==> src/hdl/opgf_pkg.sv <==
// ----------------------------------------------------------------------------
// opgf_pkg: shared types and constants of the op-amp gain, filter, slew and
// clip unit.
// Holds the register codes, reset values, datapath widths, controller states
// and the command and configuration structs used by every module.
// ----------------------------------------------------------------------------
`timescale 1ns / 1ps
`default_nettype none

package opgf_pkg;

  // Configuration register widths.
  localparam int unsigned GAIN_W     = 32;
  localparam int unsigned COEFF_W    = 16;
  localparam int unsigned STEP_W     = 23;
  localparam int unsigned VOUT_W     = 23;

  // Configuration port widths.
  localparam int unsigned CFG_IDX_W  = 2;
  localparam int unsigned CFG_DATA_W = 32;

  // Fraction bits of the gain.
  localparam int unsigned GAIN_FRAC_BITS = 12;

  // Internal datapath widths.
  localparam int unsigned SAT_W  = 48;                    // saturated gain value
  localparam int unsigned WNEW_W = COEFF_W + 1;           // 65536 - coeff
  localparam int unsigned HIST_W = COEFF_W + 1 + VOUT_W;  // coeff * last output
  localparam int unsigned SUM_W  = SAT_W + WNEW_W + 1;    // smoothing sum
  localparam int unsigned CHG_W  = SAT_W + 1;             // change from last output

  // Register indexes.
  localparam logic [CFG_IDX_W-1:0] REG_GAIN   = 2'd0;
  localparam logic [CFG_IDX_W-1:0] REG_COEFF  = 2'd1;
  localparam logic [CFG_IDX_W-1:0] REG_STEP   = 2'd2;

  // Register reset values.
  localparam logic [GAIN_W-1:0]  GAIN_RESET  = 32'd4096;
  localparam logic [COEFF_W-1:0] COEFF_RESET = 16'd0;
  localparam logic [STEP_W-1:0]  STEP_RESET  = 23'd8388607;

  // Saturation limits of the gain value and the output rails.
  localparam logic signed [SAT_W-1:0] SAT_MAX = {1'b0, {(SAT_W-1){1'b1}}};
  localparam logic signed [SAT_W-1:0] SAT_MIN = {1'b1, {(SAT_W-1){1'b0}}};
  localparam logic signed [SAT_W-1:0] RAIL_HI = 48'sd3932160;
  localparam logic signed [SAT_W-1:0] RAIL_LO = -48'sd3932160;

  // Full weight of the smoothing step, 1.0 in Q1.16.
  localparam logic [WNEW_W-1:0] WEIGHT_ONE = 17'd65536;

  // Controller states.
  typedef enum logic [1:0] {
    ST_IDLE,
    ST_GAIN,
    ST_SMOOTH,
    ST_FINISH
  } opgf_state_e;

  // Commands from the controller to the datapath.
  typedef struct packed {
    logic load_in;
    logic gain;
    logic smooth;
    logic finish;
  } opgf_cmd_t;

  // Current configuration.
  typedef struct packed {
    logic [GAIN_W-1:0]  gain;
    logic [COEFF_W-1:0] coeff;
    logic [STEP_W-1:0]  max_step;
  } opgf_cfg_t;

endpackage

`default_nettype wire

==> src/hdl/opgf_cfg_regs.sv <==
// ----------------------------------------------------------------------------
// opgf_cfg_regs: configuration registers.
// Decodes writes on the configuration channel into the gain, smoothing
// coefficient and maximum step registers. Writes to unknown indexes are dropped.
// ----------------------------------------------------------------------------
`timescale 1ns / 1ps
`default_nettype none

module opgf_cfg_regs import opgf_pkg::*; (
  input  wire logic                  clk_i,
  input  wire logic                  rst_ni,
  input  wire logic                  cfg_valid_i,
  output      logic                  cfg_ready_o,
  input  wire logic [CFG_IDX_W-1:0]  cfg_index_i,
  input  wire logic [CFG_DATA_W-1:0] cfg_data_i,
  output      opgf_cfg_t             cfg_o
);

  opgf_cfg_t cfg_q, cfg_d;

  // The registers take a write in every cycle.
  assign cfg_ready_o = 1'b1;

  // Write decode; values are cut to the register widths.
  always_comb begin
    cfg_d = cfg_q;
    if (cfg_valid_i) begin
      unique case (cfg_index_i)
        REG_GAIN:  cfg_d.gain     = cfg_data_i[GAIN_W-1:0];
        REG_COEFF: cfg_d.coeff    = cfg_data_i[COEFF_W-1:0];
        REG_STEP:  cfg_d.max_step = cfg_data_i[STEP_W-1:0];
        default:   cfg_d = cfg_q;
      endcase
    end
  end

  always_ff @(posedge clk_i or negedge rst_ni) begin
    if (!rst_ni) begin
      cfg_q.gain     <= GAIN_RESET;
      cfg_q.coeff    <= COEFF_RESET;
      cfg_q.max_step <= STEP_RESET;
    end else begin
      cfg_q <= cfg_d;
    end
  end

  assign cfg_o = cfg_q;

endmodule

`default_nettype wire

==> config.mk <==
export PLATFORM = sky130hd
export DESIGN_NAME = opgf_cfg_regs
export DESIGN_NICKNAME = d
export VERILOG_FILES = /design/src/hdl/opgf_pkg.sv /design/src/hdl/opgf_cfg_regs.sv
export SDC_FILE = /design/constraint.sdc
export NUM_CORES = 1
export LEC_CHECK = 0
export ABC_AREA = 1
export BUFFER_PORTS_ARGS = -buffer_cell sky130_fd_sc_hd__clkbuf_2
export CAP_MARGIN = 0
export CORE_ASPECT_RATIO = 0.5
export CORE_UTILIZATION = 35
export DETAILED_ROUTE_END_ITERATION = 6
export PLACE_DENSITY = 0.67
export SLEW_MARGIN = 30
export SYNTH_ARGS = -nofsm -noshare
export SYNTH_HDL_FRONTEND = slang
export SYNTH_SLANG_ARGS = --single-unit
==> constraint.sdc <==
create_clock -name clk_i -period 0.8 [get_ports clk_i]
set_input_delay 0.04 -clock clk_i [delete_from_list [all_inputs] [get_ports clk_i]]
set_output_delay 0.04 -clock clk_i [all_outputs]
set_load 0.005 [all_outputs]
After elaboration in Yosys (flattened, before gate mapping)
Cells that the tools add are included.

storage, ports and cells
  register bits after elaboration = 71
  bits in latches = 0
  RAM bits = 0
  ROM bits = 0
  word-level logic and storage cells = 9
  memories = 0

cells by class
  $add $sub $neg = 0
  multiply operators = 0
  div/mod/pow operators = 0
  $lt $le $gt $ge = 0
  eq/ne operators = 2
  shift-type cells = 0
  muxes and demuxes = 0
  bitwise gates (word level) = 0
  reductions and logical operators = 4

operators with widths
  kind                count
  $reduce_and 2->1    3
  $eq 2x1->1 const B  1
  $eq 2x2->1 const B  1
  $logic_not 2->1     1

Depth between registers and ports, before layout
  depth after elaboration = 2
  depth in mapped cells = 6
  gate-level depth less buffers = 4

Worst setup path before layout
Ideal clock, no wire load.

  kind = in2reg
  start = input port cfg_index_i[0]
  end = register cfg_q (netlist bit cfg_o[39])
  library setup time = 116 ps
  data arrival time = 621 ps
  required time = 684 ps
  slack = 63 ps
  stages on the path = 6
  path buffers = 2
  path through = buf_6 -> nor2_8 -> nand2_2 -> buf_6 -> nand2_1 -> nand2_1

on the way
  longest elaborated chain between the ends = 2

ends and longest elaborated chain
  what                               line                 source
  from (decl)                        opgf_cfg_regs.sv:14  input wire logic [CFG_IDX_W-1:0] cfg_index_i,
  $logic_not 2->1                    opgf_cfg_regs.sv:28  unique case (cfg_index_i)
  $reduce_and 2->1 (no source line)  -
  to (signal assigned)               opgf_cfg_regs.sv:43  cfg_q <= cfg_d;
  to (decl)                          opgf_cfg_regs.sv:19  opgf_cfg_t cfg_q, cfg_d;

Every way passes these cells.
A chain may end at the register's enable or synchronous reset.

Worst setup path in the final report
  start = register cfg_q (netlist bit cfg_o[9])
  end = output port cfg_o[9] (netlist bit)

RTL lines
  what       line                 source
  to (decl)  opgf_cfg_regs.sv:16  output opgf_cfg_t cfg_o

No word-level cell between the ends.

==> results by group <==
Status
  • Outcome: finished with violations
  • Failing checks: setup timing

Clock network
  • CTS max path bufs: 2
  • H-tree depth: 3
  • TritonCTS Sinks: just over 70
  • TritonCTS Buffers: 9
  • Clock root cell: clkbuf_16
  • Worst skew pair latency: roughly 0.33 ns
  • CTS tree: built
  • Reg clk slew, reported paths: roughly 0.06 ns

Die
  • Core area: around 0.0082 mm²
  • Initial Util: 0.369
  • Site row count: 23
  • Die Area: around 0.009 mm²
  • Die width: 134 µm
  • Die Y-Extent: approximately 68 µm
  • # IOs: 109

Placed design
  • Global placer's final weighted congestion: 0.780
  • Worst slack at placement: -0.121 ns
  • Inst Count DP: about 530
  • Post-DP HPWL: 5740 µm
  • Number of port buffers: roughly 110

Global route
  • GRT met3 Usage: 0.0541
  • GR Util met2: 0.325
  • Met1 Use GR: 0.271
  • Grt total ovfl: 0
  • First-pass GRT wire length: between 10000 and 15000 µm
  • Global-route usage over all layers: 0.204
  • Largest net degree at the start of global routing: 37
  • Initial antenna violation count: 0
  • Number of global-route vias before repair: between 2000 and 3000
  • GRT busiest layer: met2

STA
  • Final hold vios: 0
  • F_max: 983 MHz
  • Tmin final: slightly above 1 ns
  • Setup Skew: 0 ns
  • Setup violations, final: 73
  • Final Max Tran Viols: 0
  • Setup tns final: -8.11 ns
  • RSZ-0062 raised after global routing: yes
  • Setup ws final: -0.218 ns
  • Period utilization: 1.27

Detailed routing
  • ANT nets after route: 0
  • Drt initial violations: approximately 250
  • # DRC: 0
  • Vias: around 2900
  • Detailed Routing Iterations Pass 1: 4
  • WL per Instance: 15.0 µm
  • Post-Route WL: approximately 9000 µm
  • Drt via density: ~4.8

Cells and area
  • Layout cells sized above 1: 0.399
  • Max reg flops: around 70
  • Ant diodes: 0
  • Non-filler cells, final: around 600
  • Final net count: roughly 520
  • Most frequent cells in the layout: nand2_1 (141), clkbuf_2 (96), dfrtp_1 (47)
  • Util after Layout: 0.560
  • Area Growth Syn to Fin: 51.7%
  • Commonest non-fill, non-tap cell in the layout: nand2_1

Power and ir drop
  • Share of power burned in registers: 0.430
  • Comb power frac: 0.205
  • P per Cell Area: approximately 2400 mW/mm²
  • Switch share: 0.265
  • Leak: ~2.5 nW
  • Pint: ~8 mW
  • Max VDD drop: about 1 mV
  • Power consumption: between 10 and 15 mW
  • Clock Power Share: 0.365
  • Sw power: 2.87 mW

Worst setup path
  • WP buf/inv: 1
  • Setup crit start: cfg_o[9]
  • Worst R2R Path Depth: 4
  • Crit path kind: reg -> out
  • RR Startpoint: cfg_o[46]
  • Critical path fanouts, max: 2
  • CP Cell Sequence: buf_6
  • End of the worst register-to-register path: cfg_o[46]
  • Crit path DAT: ~0.98 ns
  • Required time worst endpoint: 0.76 ns
  • Critical Path Sink Type: output port
  • R2R setup slack: -0.01 ns
  • CP Launch Type: flop
  • Crit path max-delay family: flip-flops
  • Largest stage delay on the critical path: about 0.55 ns
  • Slowest CP cell: dfstp_2

Synthesis
  • YS warnings: 0
  • Syn_area_per_cell: 9.55 µm²
  • Post-synth design cell area: about 0.003 mm²
  • Mapped Cells: roughly 320
  • Yosys reg bits: just over 70
  • Netlist cell types: 13
  • Syn Nets: 354
  • Seq/Total Area, Yosys: 0.597

Worst hold path
  • WHS Path Cells: 4
  • Hold Crit Endpoint: cfg_o[0]
  • Hold Path Class: in -> reg
  • HP Start: cfg_index_i[0]

Run
  • # Max-Cap Violations: 0
[through the flow]
| stage | hold slack, ns | cell area (µm²) |
|---|---|---|
| 6_report | 0.142 | 4590 |
| 5_1_grt | 0.187 | 4590 |
| 4_1_cts | 0.149 | 4480 |
| 3_5_place_dp | 0.0308 | 3750 |
| 3_3_place_gp | 0.0266 | 3750 |
| 2_1_floorplan | -0.256 | 3030 |
[cell type report]
type,count,area (µm²)
well taps,112,140
clock buffers,12,246
inverters,2,7.51
fillers,729,3610
flip-flops and latches,71,1810
clock inverters,4,45.0
multi-input cells,218,1000
repair buffers,184,1340
[synthesized netlist by cell type]
cell type | instances | area, µm²
dfstp_2 | 24 | 631
nand4_1 | 39 | 244
conb_1 | 1 | 3.75
nand3_1 | 32 | 160
nand2_2 | 1 | 6.26
buf_4 | 12 | 90.1
inv_2 | 2 | 7.51
nand3_4 | 2 | 35.0
nor2_8 | 1 | 20.0
buf_2 | 6 | 30.0
dfrtp_1 | 47 | 1180
buf_6 | 8 | 90.1
nand2_1 | 142 | 533
[worst register-to-register path, delay by kind of cell, from the launching register on]
kind	cells	cell delay (ns)
flops	1	0.38
simple gates	2	0.09
buf+inv	2	0.24
[per-layer routing]
layer  up-vias  part of all wire
li1       1386                 -
met1      1403              0.46
met2        72              0.48
met3        18             0.040
met4         0             0.017
met5         -                 0
[worst max path at each step]
stage,end,slack (ns),cells after the start
final,cfg_o[9],-0.22,1
after global routing,cfg_o[9],-0.25,1
after floorplan,cfg_o[39],0.06,6
after global placement,cfg_o[20],-0.09,5
after detailed placement,cfg_o[2],-0.12,5
after CTS,cfg_o[12],-0.24,1
[cells by family after synthesis]
family | count (synthesis) | share of synthesized area
buffers and inverters | 28 | 0.0719
DFF | 71 | 0.597
other | 1 | 0.00124
and+or+nand+nor | 217 | 0.330
[power groups by stage]
stage          Combinational [mW]  Clock [mW]  Sequential (mW)
2_1_floorplan               0.700           0             4.71
3_3_place_gp                 1.71           0             4.70
3_5_place_dp                 1.77           0             4.69
4_1_cts                      2.06        4.01             4.63
5_1_grt                      2.47        4.17             4.73
6_report                     2.22        3.96             4.67
[what timing repair did]
item	in CTS	in global routing
hold endpoints to repair	138	0
buffers inserted	14	6
gates resized for setup	0	17
hold buffers	33	0
setup endpoints to repair	71	73
(Power assumes the default switching activity.)
