**config.mk**
```make
export PLATFORM = sky130hd
export DESIGN_NAME = opgf_ctrl
export DESIGN_NICKNAME = d
export VERILOG_FILES = /design/src/hdl/opgf_pkg.sv /design/src/hdl/opgf_ctrl.sv
export SDC_FILE = /design/constraint.sdc
export NUM_CORES = 1
export LEC_CHECK = 0
export BUFFER_PORTS_ARGS = -buffer_cell sky130_fd_sc_hd__buf_2
export CELL_PAD_IN_SITES_DETAIL_PLACEMENT = 1
export CELL_PAD_IN_SITES_GLOBAL_PLACEMENT = 2
export CORE_AREA = 2 2 39 41
export DETAILED_ROUTE_END_ITERATION = 12
export DIE_AREA = 0 0 41 43
export PLACE_DENSITY = 0.63
export SLEW_MARGIN = 20
export SYNTH_ARGS = -nofsm -noshare
export SYNTH_HDL_FRONTEND = slang
export SYNTH_SLANG_ARGS = --single-unit
export TNS_END_PERCENT = 10
```
**constraint.sdc**
```tcl
create_clock -name clk_i -period 1.2 [get_ports clk_i]
set_input_delay 0.12 -clock clk_i [delete_from_list [all_inputs] [get_ports clk_i]]
set_output_delay 0.12 -clock clk_i [all_outputs]
set_load 0.005 [all_outputs]
```
**src/hdl/opgf_pkg.sv**
```systemverilog
// ----------------------------------------------------------------------------
// opgf_pkg: shared types and constants of the op-amp gain, filter, slew and
// clip unit.
// Holds the register codes, reset values, datapath widths, controller states
// and the command and configuration structs used by every module.
// ----------------------------------------------------------------------------
`timescale 1ns / 1ps
`default_nettype none

package opgf_pkg;

  // Configuration register widths.
  localparam int unsigned GAIN_W     = 32;
  localparam int unsigned COEFF_W    = 16;
  localparam int unsigned STEP_W     = 23;
  localparam int unsigned VOUT_W     = 23;

  // Configuration port widths.
  localparam int unsigned CFG_IDX_W  = 2;
  localparam int unsigned CFG_DATA_W = 32;

  // Fraction bits of the gain.
  localparam int unsigned GAIN_FRAC_BITS = 12;

  // Internal datapath widths.
  localparam int unsigned SAT_W  = 48;                    // saturated gain value
  localparam int unsigned WNEW_W = COEFF_W + 1;           // 65536 - coeff
  localparam int unsigned HIST_W = COEFF_W + 1 + VOUT_W;  // coeff * last output
  localparam int unsigned SUM_W  = SAT_W + WNEW_W + 1;    // smoothing sum
  localparam int unsigned CHG_W  = SAT_W + 1;             // change from last output

  // Register indexes.
  localparam logic [CFG_IDX_W-1:0] REG_GAIN   = 2'd0;
  localparam logic [CFG_IDX_W-1:0] REG_COEFF  = 2'd1;
  localparam logic [CFG_IDX_W-1:0] REG_STEP   = 2'd2;

  // Register reset values.
  localparam logic [GAIN_W-1:0]  GAIN_RESET  = 32'd4096;
  localparam logic [COEFF_W-1:0] COEFF_RESET = 16'd0;
  localparam logic [STEP_W-1:0]  STEP_RESET  = 23'd8388607;

  // Saturation limits of the gain value and the output rails.
  localparam logic signed [SAT_W-1:0] SAT_MAX = {1'b0, {(SAT_W-1){1'b1}}};
  localparam logic signed [SAT_W-1:0] SAT_MIN = {1'b1, {(SAT_W-1){1'b0}}};
  localparam logic signed [SAT_W-1:0] RAIL_HI = 48'sd3932160;
  localparam logic signed [SAT_W-1:0] RAIL_LO = -48'sd3932160;

  // Full weight of the smoothing step, 1.0 in Q1.16.
  localparam logic [WNEW_W-1:0] WEIGHT_ONE = 17'd65536;

  // Controller states.
  typedef enum logic [1:0] {
    ST_IDLE,
    ST_GAIN,
    ST_SMOOTH,
    ST_FINISH
  } opgf_state_e;

  // Commands from the controller to the datapath.
  typedef struct packed {
    logic load_in;
    logic gain;
    logic smooth;
    logic finish;
  } opgf_cmd_t;

  // Current configuration.
  typedef struct packed {
    logic [GAIN_W-1:0]  gain;
    logic [COEFF_W-1:0] coeff;
    logic [STEP_W-1:0]  max_step;
  } opgf_cfg_t;

endpackage

`default_nettype wire

```
**src/hdl/opgf_ctrl.sv**
```systemverilog
// ----------------------------------------------------------------------------
// opgf_ctrl: sequence controller.
// Steps each item through the gain, smoothing and finishing cycles and owns
// the handshakes of the input and output channels.
// ----------------------------------------------------------------------------
`timescale 1ns / 1ps
`default_nettype none

module opgf_ctrl import opgf_pkg::*; (
  input  wire logic clk_i,
  input  wire logic rst_ni,
  input  wire logic in_valid_i,
  output      logic in_stall_o,
  output      logic out_valid_o,
  input  wire logic out_stall_i,
  output      opgf_cmd_t cmd_o
);

  opgf_state_e state_q, state_d;
  logic        out_valid_q, out_valid_d;
  logic        out_free;

  // The result register may be loaded once its item is gone or being taken.
  assign out_free = !out_valid_q || !out_stall_i;

  always_ff @(posedge clk_i or negedge rst_ni) begin
    if (!rst_ni) begin
      state_q     <= ST_IDLE;
      out_valid_q <= 1'b0;
    end else begin
      state_q     <= state_d;
      out_valid_q <= out_valid_d;
    end
  end

  // Next state and commands.
  always_comb begin
    state_d     = state_q;
    cmd_o       = '0;
    in_stall_o  = 1'b1;
    out_valid_d = out_valid_q && out_stall_i;
    unique case (state_q)
      ST_IDLE: begin
        in_stall_o = 1'b0;
        if (in_valid_i) begin
          cmd_o.load_in = 1'b1;
          state_d       = ST_GAIN;
        end
      end
      ST_GAIN: begin
        cmd_o.gain = 1'b1;
        state_d    = ST_SMOOTH;
      end
      ST_SMOOTH: begin
        cmd_o.smooth = 1'b1;
        state_d      = ST_FINISH;
      end
      ST_FINISH: begin
        if (out_free) begin
          cmd_o.finish = 1'b1;
          out_valid_d  = 1'b1;
          state_d      = ST_IDLE;
        end
      end
      default: state_d = ST_IDLE;
    endcase
  end

  assign out_valid_o = out_valid_q;

endmodule

`default_nettype wire

```
[Yosys cells after proc, flatten, opt, wreduce, memory -nomap -nowiden]
Index checks and enable logic that the tools add are counted.
Cells by class
  equal/unequal tests: 5
  multiplexer cells: 12
  reductions and logical operators: 6
Operators with widths (count)
  1-bit 2-to-1 mux: 9
  2-bit one-hot mux with 4 select lines: 1
  2-bit == test (second input constant): 2
  2-bit 2-to-1 mux: 2
  2-bit != test (second input constant): 2
  2-bit by 1-bit == test with 1-bit output (second input constant): 1
  1-bit zero test: 2
  2-bit zero test: 1
  2-bit AND reduction: 1
  1-bit logical AND: 1
  1-bit logical OR: 1
Word-level totals
  bits in registers: 3
  output and inout bits: 6
  word-level logic and storage cells: 25

[Longest topological paths before layout]
  depth in word-level cells: 4
  gate-level depth with buffers: 5
  depth with buffers taken out: 5

[Worst setup path before layout]
OpenSTA, ideal clock, no wires.
  kind: register to register
  start point: register state_q[0]
  end point: register state_q[1]
  arrival time: 1.157 ns
  required time: 1.075 ns
  setup slack: -0.082 ns
  stages on the path, launching flop included: 6
  cells stage by stage: dfrtp_1 -> inv_1 -> ha_1 -> inv_2 -> o21ai_2 -> mux2_4
Between the ends
  longest elaborated chain between the ends: 3
  elaborated cells between the ends (all ways): 8
RTL lines
  from (decl): line opgf_ctrl.sv:19  | opgf_state_e state_q, state_d;
  from (signal assigned): line opgf_ctrl.sv:31  | state_q <= state_d;
  2-bit == test / 2-bit zero test (equally long branches): line opgf_ctrl.sv:42  | unique case (state_q)
  2-bit != test (no line)
  2-bit AND reduction (no line)
Parallel ways exist; a longest one is shown, timed or not.
A chain may end at the register's enable or synchronous reset.

==> summary.md <==
The worst clock skew is 0.005871 ns, and the global-route congestion overflow total is 0. Clock tree synthesis selected as its root buffer the cell sky130_fd_sc_hd__clkbuf_4. The path class of the tightest hold or removal check is in2reg. For this run, the leading register cell type out of synthesis is sky130_fd_sc_hd__dfrtp_1. The share of post-route cells with drive strength above 1 works out to 0.7619. Across all layers, the routed design uses 234 vias. The number of global-route vias before repair was 273; the clock latency at the later pin of the worst-skew pair was 0.24 ns. The total area inside the core boundary comes to 1384 µm². Setup slack on the worst reg-to-reg path comes out at -0.10 ns.

Static timing analysis puts the maximum clock frequency at 0.7556 GHz. The number of unique standard cell types used by synthesis was 12. Largest area contributor in the netlist: sky130_fd_sc_hd__dfrtp_1. The static leakage power is 0.2254 nW.

Number of I/O port buffers: 9. In this run, synthesis produced a sequential element count of 3. Overall power consumption after layout is estimated at 1.298 mW. The worst setup path is captured at an output pin.

The worst max-slew margin expressed relative to the limit is 0.8965, and the synthesized area is 219.0 µm². The post-route fraction of the period consumed by the critical path came out at 1.103. The worst setup path is launched from a flip-flop. The number of levels in the clock H-tree is 1, and the internal power component is 0.8283 mW. For this block, the routed nets add up to 699 µm of wire. The Yosys step of the flow raised 0 warnings. The slack of the critical path came out at -0.1234 ns. The startpoint of the worst hold path is out_stall_i. The tools report the startpoint of the worst-slack reg-to-reg timing path as state_q[0]. The logs give 0 for the number of antenna violations at the first check in global routing and 3 for the number of buffers inserted during clock tree synthesis. The die is 41 µm wide. In the routed layout, each cell is associated on average with a via count of 4.034. The first global-routing pass estimated 1.166 mm of wire. Switching part of the total: 0.3616. Across the run, the number of max-cap violations was 0. Counting every net in the synthesized netlist gives 28. The tools report the number of pins exceeding their max-slew limit in the final report as 0. The remaining routing DRC violations is 0, and the number of enable-type register cells in the synthesized netlist is 0.

Endpoint of the worst hold-timing path: out_valid_o. A synthesized cell averages 11.52 µm². The flow ran to the end, but the final reports show violations. The run gives 0.4692 mW as the reported net switching power.

The transition at the pin with the smallest max-transition slack was 0.1509 ns. The worst IR drop on VDD was 0.8742 mV; the share of flip-flops with an asynchronous set or reset was 1.000. Per-cell routed wire length: 12.05 µm. The fraction of post-synthesis cell area in the top cell type by area came out at 0.3429.

The critical path start-end classification was reg2out. The logs give 3 for the number of sinks driven by the clock tree and -0.09449 ns for the worst-case setup slack after placement. The starting density of the core was 0.1582. In the post-synthesis netlist, the biggest area contributors are sky130_fd_sc_hd__dfrtp_1 (34%), sky130_fd_sc_hd__ha_1 (29%), sky130_fd_sc_hd__mux2_4 (6.9%).

The final reports fail on setup timing. The number of hold violations in the final report was 0. The logic gate share of total power was 0.687; the floorplan die area was 1763 µm². The net count of the finished layout is 52.

The number of antenna diodes in the final layout is 0. Counting instances, the worst hold path has a depth of 2. The global-route usage over all layers is 0.1063. Subtracting the final worst setup slack from the clock period gives 1.323 ns. The number of nets with antenna violations after detailed routing is 0, and the HPWL reported at the end of detailed placement is 513.1 µm. The tools report the post-synthesis sequential area ratio as 0.3429. In this run the vertical extent of the chip is 43 µm.

The run gives 7 as the setup violation total in the final timing report. The most common cell in the synthesized netlist is sky130_fd_sc_hd__ha_1. Clock-pin slew was measured on the worst setup and hold paths at 0.04 ns. TritonCTS built the clock tree. The area growth from synthesis to layout came out at 109.7%. Ranked by instance count, the synthesized netlist is headed by sky130_fd_sc_hd__ha_1 (5), sky130_fd_sc_hd__dfrtp_1 (3), sky130_fd_sc_hd__inv_1 (2). STA puts the critical path data required time at 1.08 ns. The run gives 5 as the pin count of the biggest net entering global routing. At the worst endpoint, the arrival time is 1.20 ns.

In this run the count of I/O pins placed on the die edge is 10. The layout has 169 filler cells. The worst register-to-register path ends at state_q[1]. The tools report the sequential power share as 0.167. The proportion of power drawn by the clock network was 0.146. The tools report the worst-case clock buffer depth as 2. The count of TritonRoute iterations in the first routing pass was 1; the worst reg-to-reg path cell count was 5. The floorplan has 14 rows.

The routability-driven placement congestion ratio was 0.6683; the maximum fanout encountered on the critical timing path was 3. Dividing total power by cell area gives a power density of 2826 nW/µm². For this block, the initial DRC count from the detailed router was 0. Synthesis produced 19 cells. Setup repair after global routing could not meet its margin everywhere.
-- through the flow --
step	hold WS, ns	instance area, µm²	setup TNS [ns]	cells	util
after floorplan	-0.1756	231.5	-0.05071	19	-
after CTS	0.1397	459.2	-0.5616	58	0.3318
final	0.1343	459.2	-0.5241	58	0.3318
after global routing	0.1497	459.2	-0.8485	58	0.3318
after detailed placement	-0.07551	349.1	-0.1619	51	0.2523
after global placement	-0.08300	349.1	-0.03422	51	0.2523
-- cell usage in the layout, fill, tap and decap left out --
master	n
sky130_fd_sc_hd__buf_2	6
sky130_fd_sc_hd__buf_6	6
sky130_fd_sc_hd__buf_4	6
sky130_fd_sc_hd__inv_2	3
sky130_fd_sc_hd__ha_4	3
sky130_fd_sc_hd__clkbuf_4	3
sky130_fd_sc_hd__dfrtp_1	3
sky130_fd_sc_hd__a21boi_1	1
sky130_fd_sc_hd__and2_4	1
sky130_fd_sc_hd__a21o_1	1
sky130_fd_sc_hd__nand3_2	1
sky130_fd_sc_hd__o21ai_2	1
sky130_fd_sc_hd__mux2_4	1
sky130_fd_sc_hd__nor2_1	1
sky130_fd_sc_hd__mux2i_1	1
sky130_fd_sc_hd__ha_1	1
sky130_fd_sc_hd__ha_2	1
sky130_fd_sc_hd__clkbuf_1	1
sky130_fd_sc_hd__dlygate4sd3_1	1
-- routing by layer --
layer,share of wire,vias up,GRT usage
met1,0.30,102,0.09295
met5,0,-,0
li1,-,107,-
met2,0.50,17,0.1531
met3,0.093,8,0.03665
met4,0.10,0,0.1400
-- power by group through the flow --
stage / Sequential [mW] / Combinational, mW / Clock [mW]
5_1_grt: 0.226 / 0.995 / 0.202
4_1_cts: 0.217 / 0.890 / 0.192
2_1_floorplan: 0.208 / 0.323 / 0
3_5_place_dp: 0.218 / 0.658 / 0
3_3_place_gp: 0.211 / 0.621 / 0
6_report: 0.217 / 0.891 / 0.189
-- critical path, cell delays in order, from the launching register on --
cell and delay, ns:
sky130_fd_sc_hd__dfrtp_1 0.41, sky130_fd_sc_hd__ha_2 0.21, sky130_fd_sc_hd__buf_6 0.11, sky130_fd_sc_hd__a21boi_1 0.11
sky130_fd_sc_hd__buf_2 0.13
-- repair_timing --
item / 4_1_cts / 5_1_grt
endpoints found under the setup margin: 7 / 7
buffers inserted: 2 / 0
gates resized for setup: 13 / 0
hold buffers: 1 / 0
pin swaps: 4 / 3
hold endpoints to repair: 3 / 0
-- final cells by class --
class / instances / area [µm²] / area share
Clock buffer: 4 / 26.28 / 0.05722
Inverter: 3 / 11.26 / 0.02452
Multi-Input combinational cell: 13 / 173.9 / 0.3787
Sequential cell: 3 / 75.07 / 0.1635
Tap cell: 16 / 20.02 / 0.04360
Timing Repair Buffer: 19 / 152.6 / 0.3324
-- worst max path at each step --
stage	from	endpoint	slack [ns]
after detailed placement	state_q[1]	state_q[1]	-0.09
after global routing	state_q[1]	cmd_o[0]	-0.18
after global placement	state_q[1]	state_q[1]	-0.03
final	state_q[0]	cmd_o[0]	-0.12
after floorplan	state_q[1]	state_q[1]	-0.05
after CTS	state_q[1]	cmd_o[0]	-0.13
-- cells by family (layout without fill, tap and decap cells) --
family | Yosys count | count (layout) | synth area share
multiplexers | 2 | 2 | 0.1143
flip-flops | 3 | 3 | 0.3428
AO/OA/AOI/OAI | 3 | 3 | 0.1086
adder cells (fa/ha/maj) | 5 | 5 | 0.2857
AND/OR/NAND/NOR | 3 | 3 | 0.09714
buffers and inverters | 3 | 26 | 0.05142
-- sequential cells by signal (all words and copies together) (netlist names) --
register / cells
state_q: 2
out_valid_o: 1
Note: power is estimated with default switching activity, not from simulation.
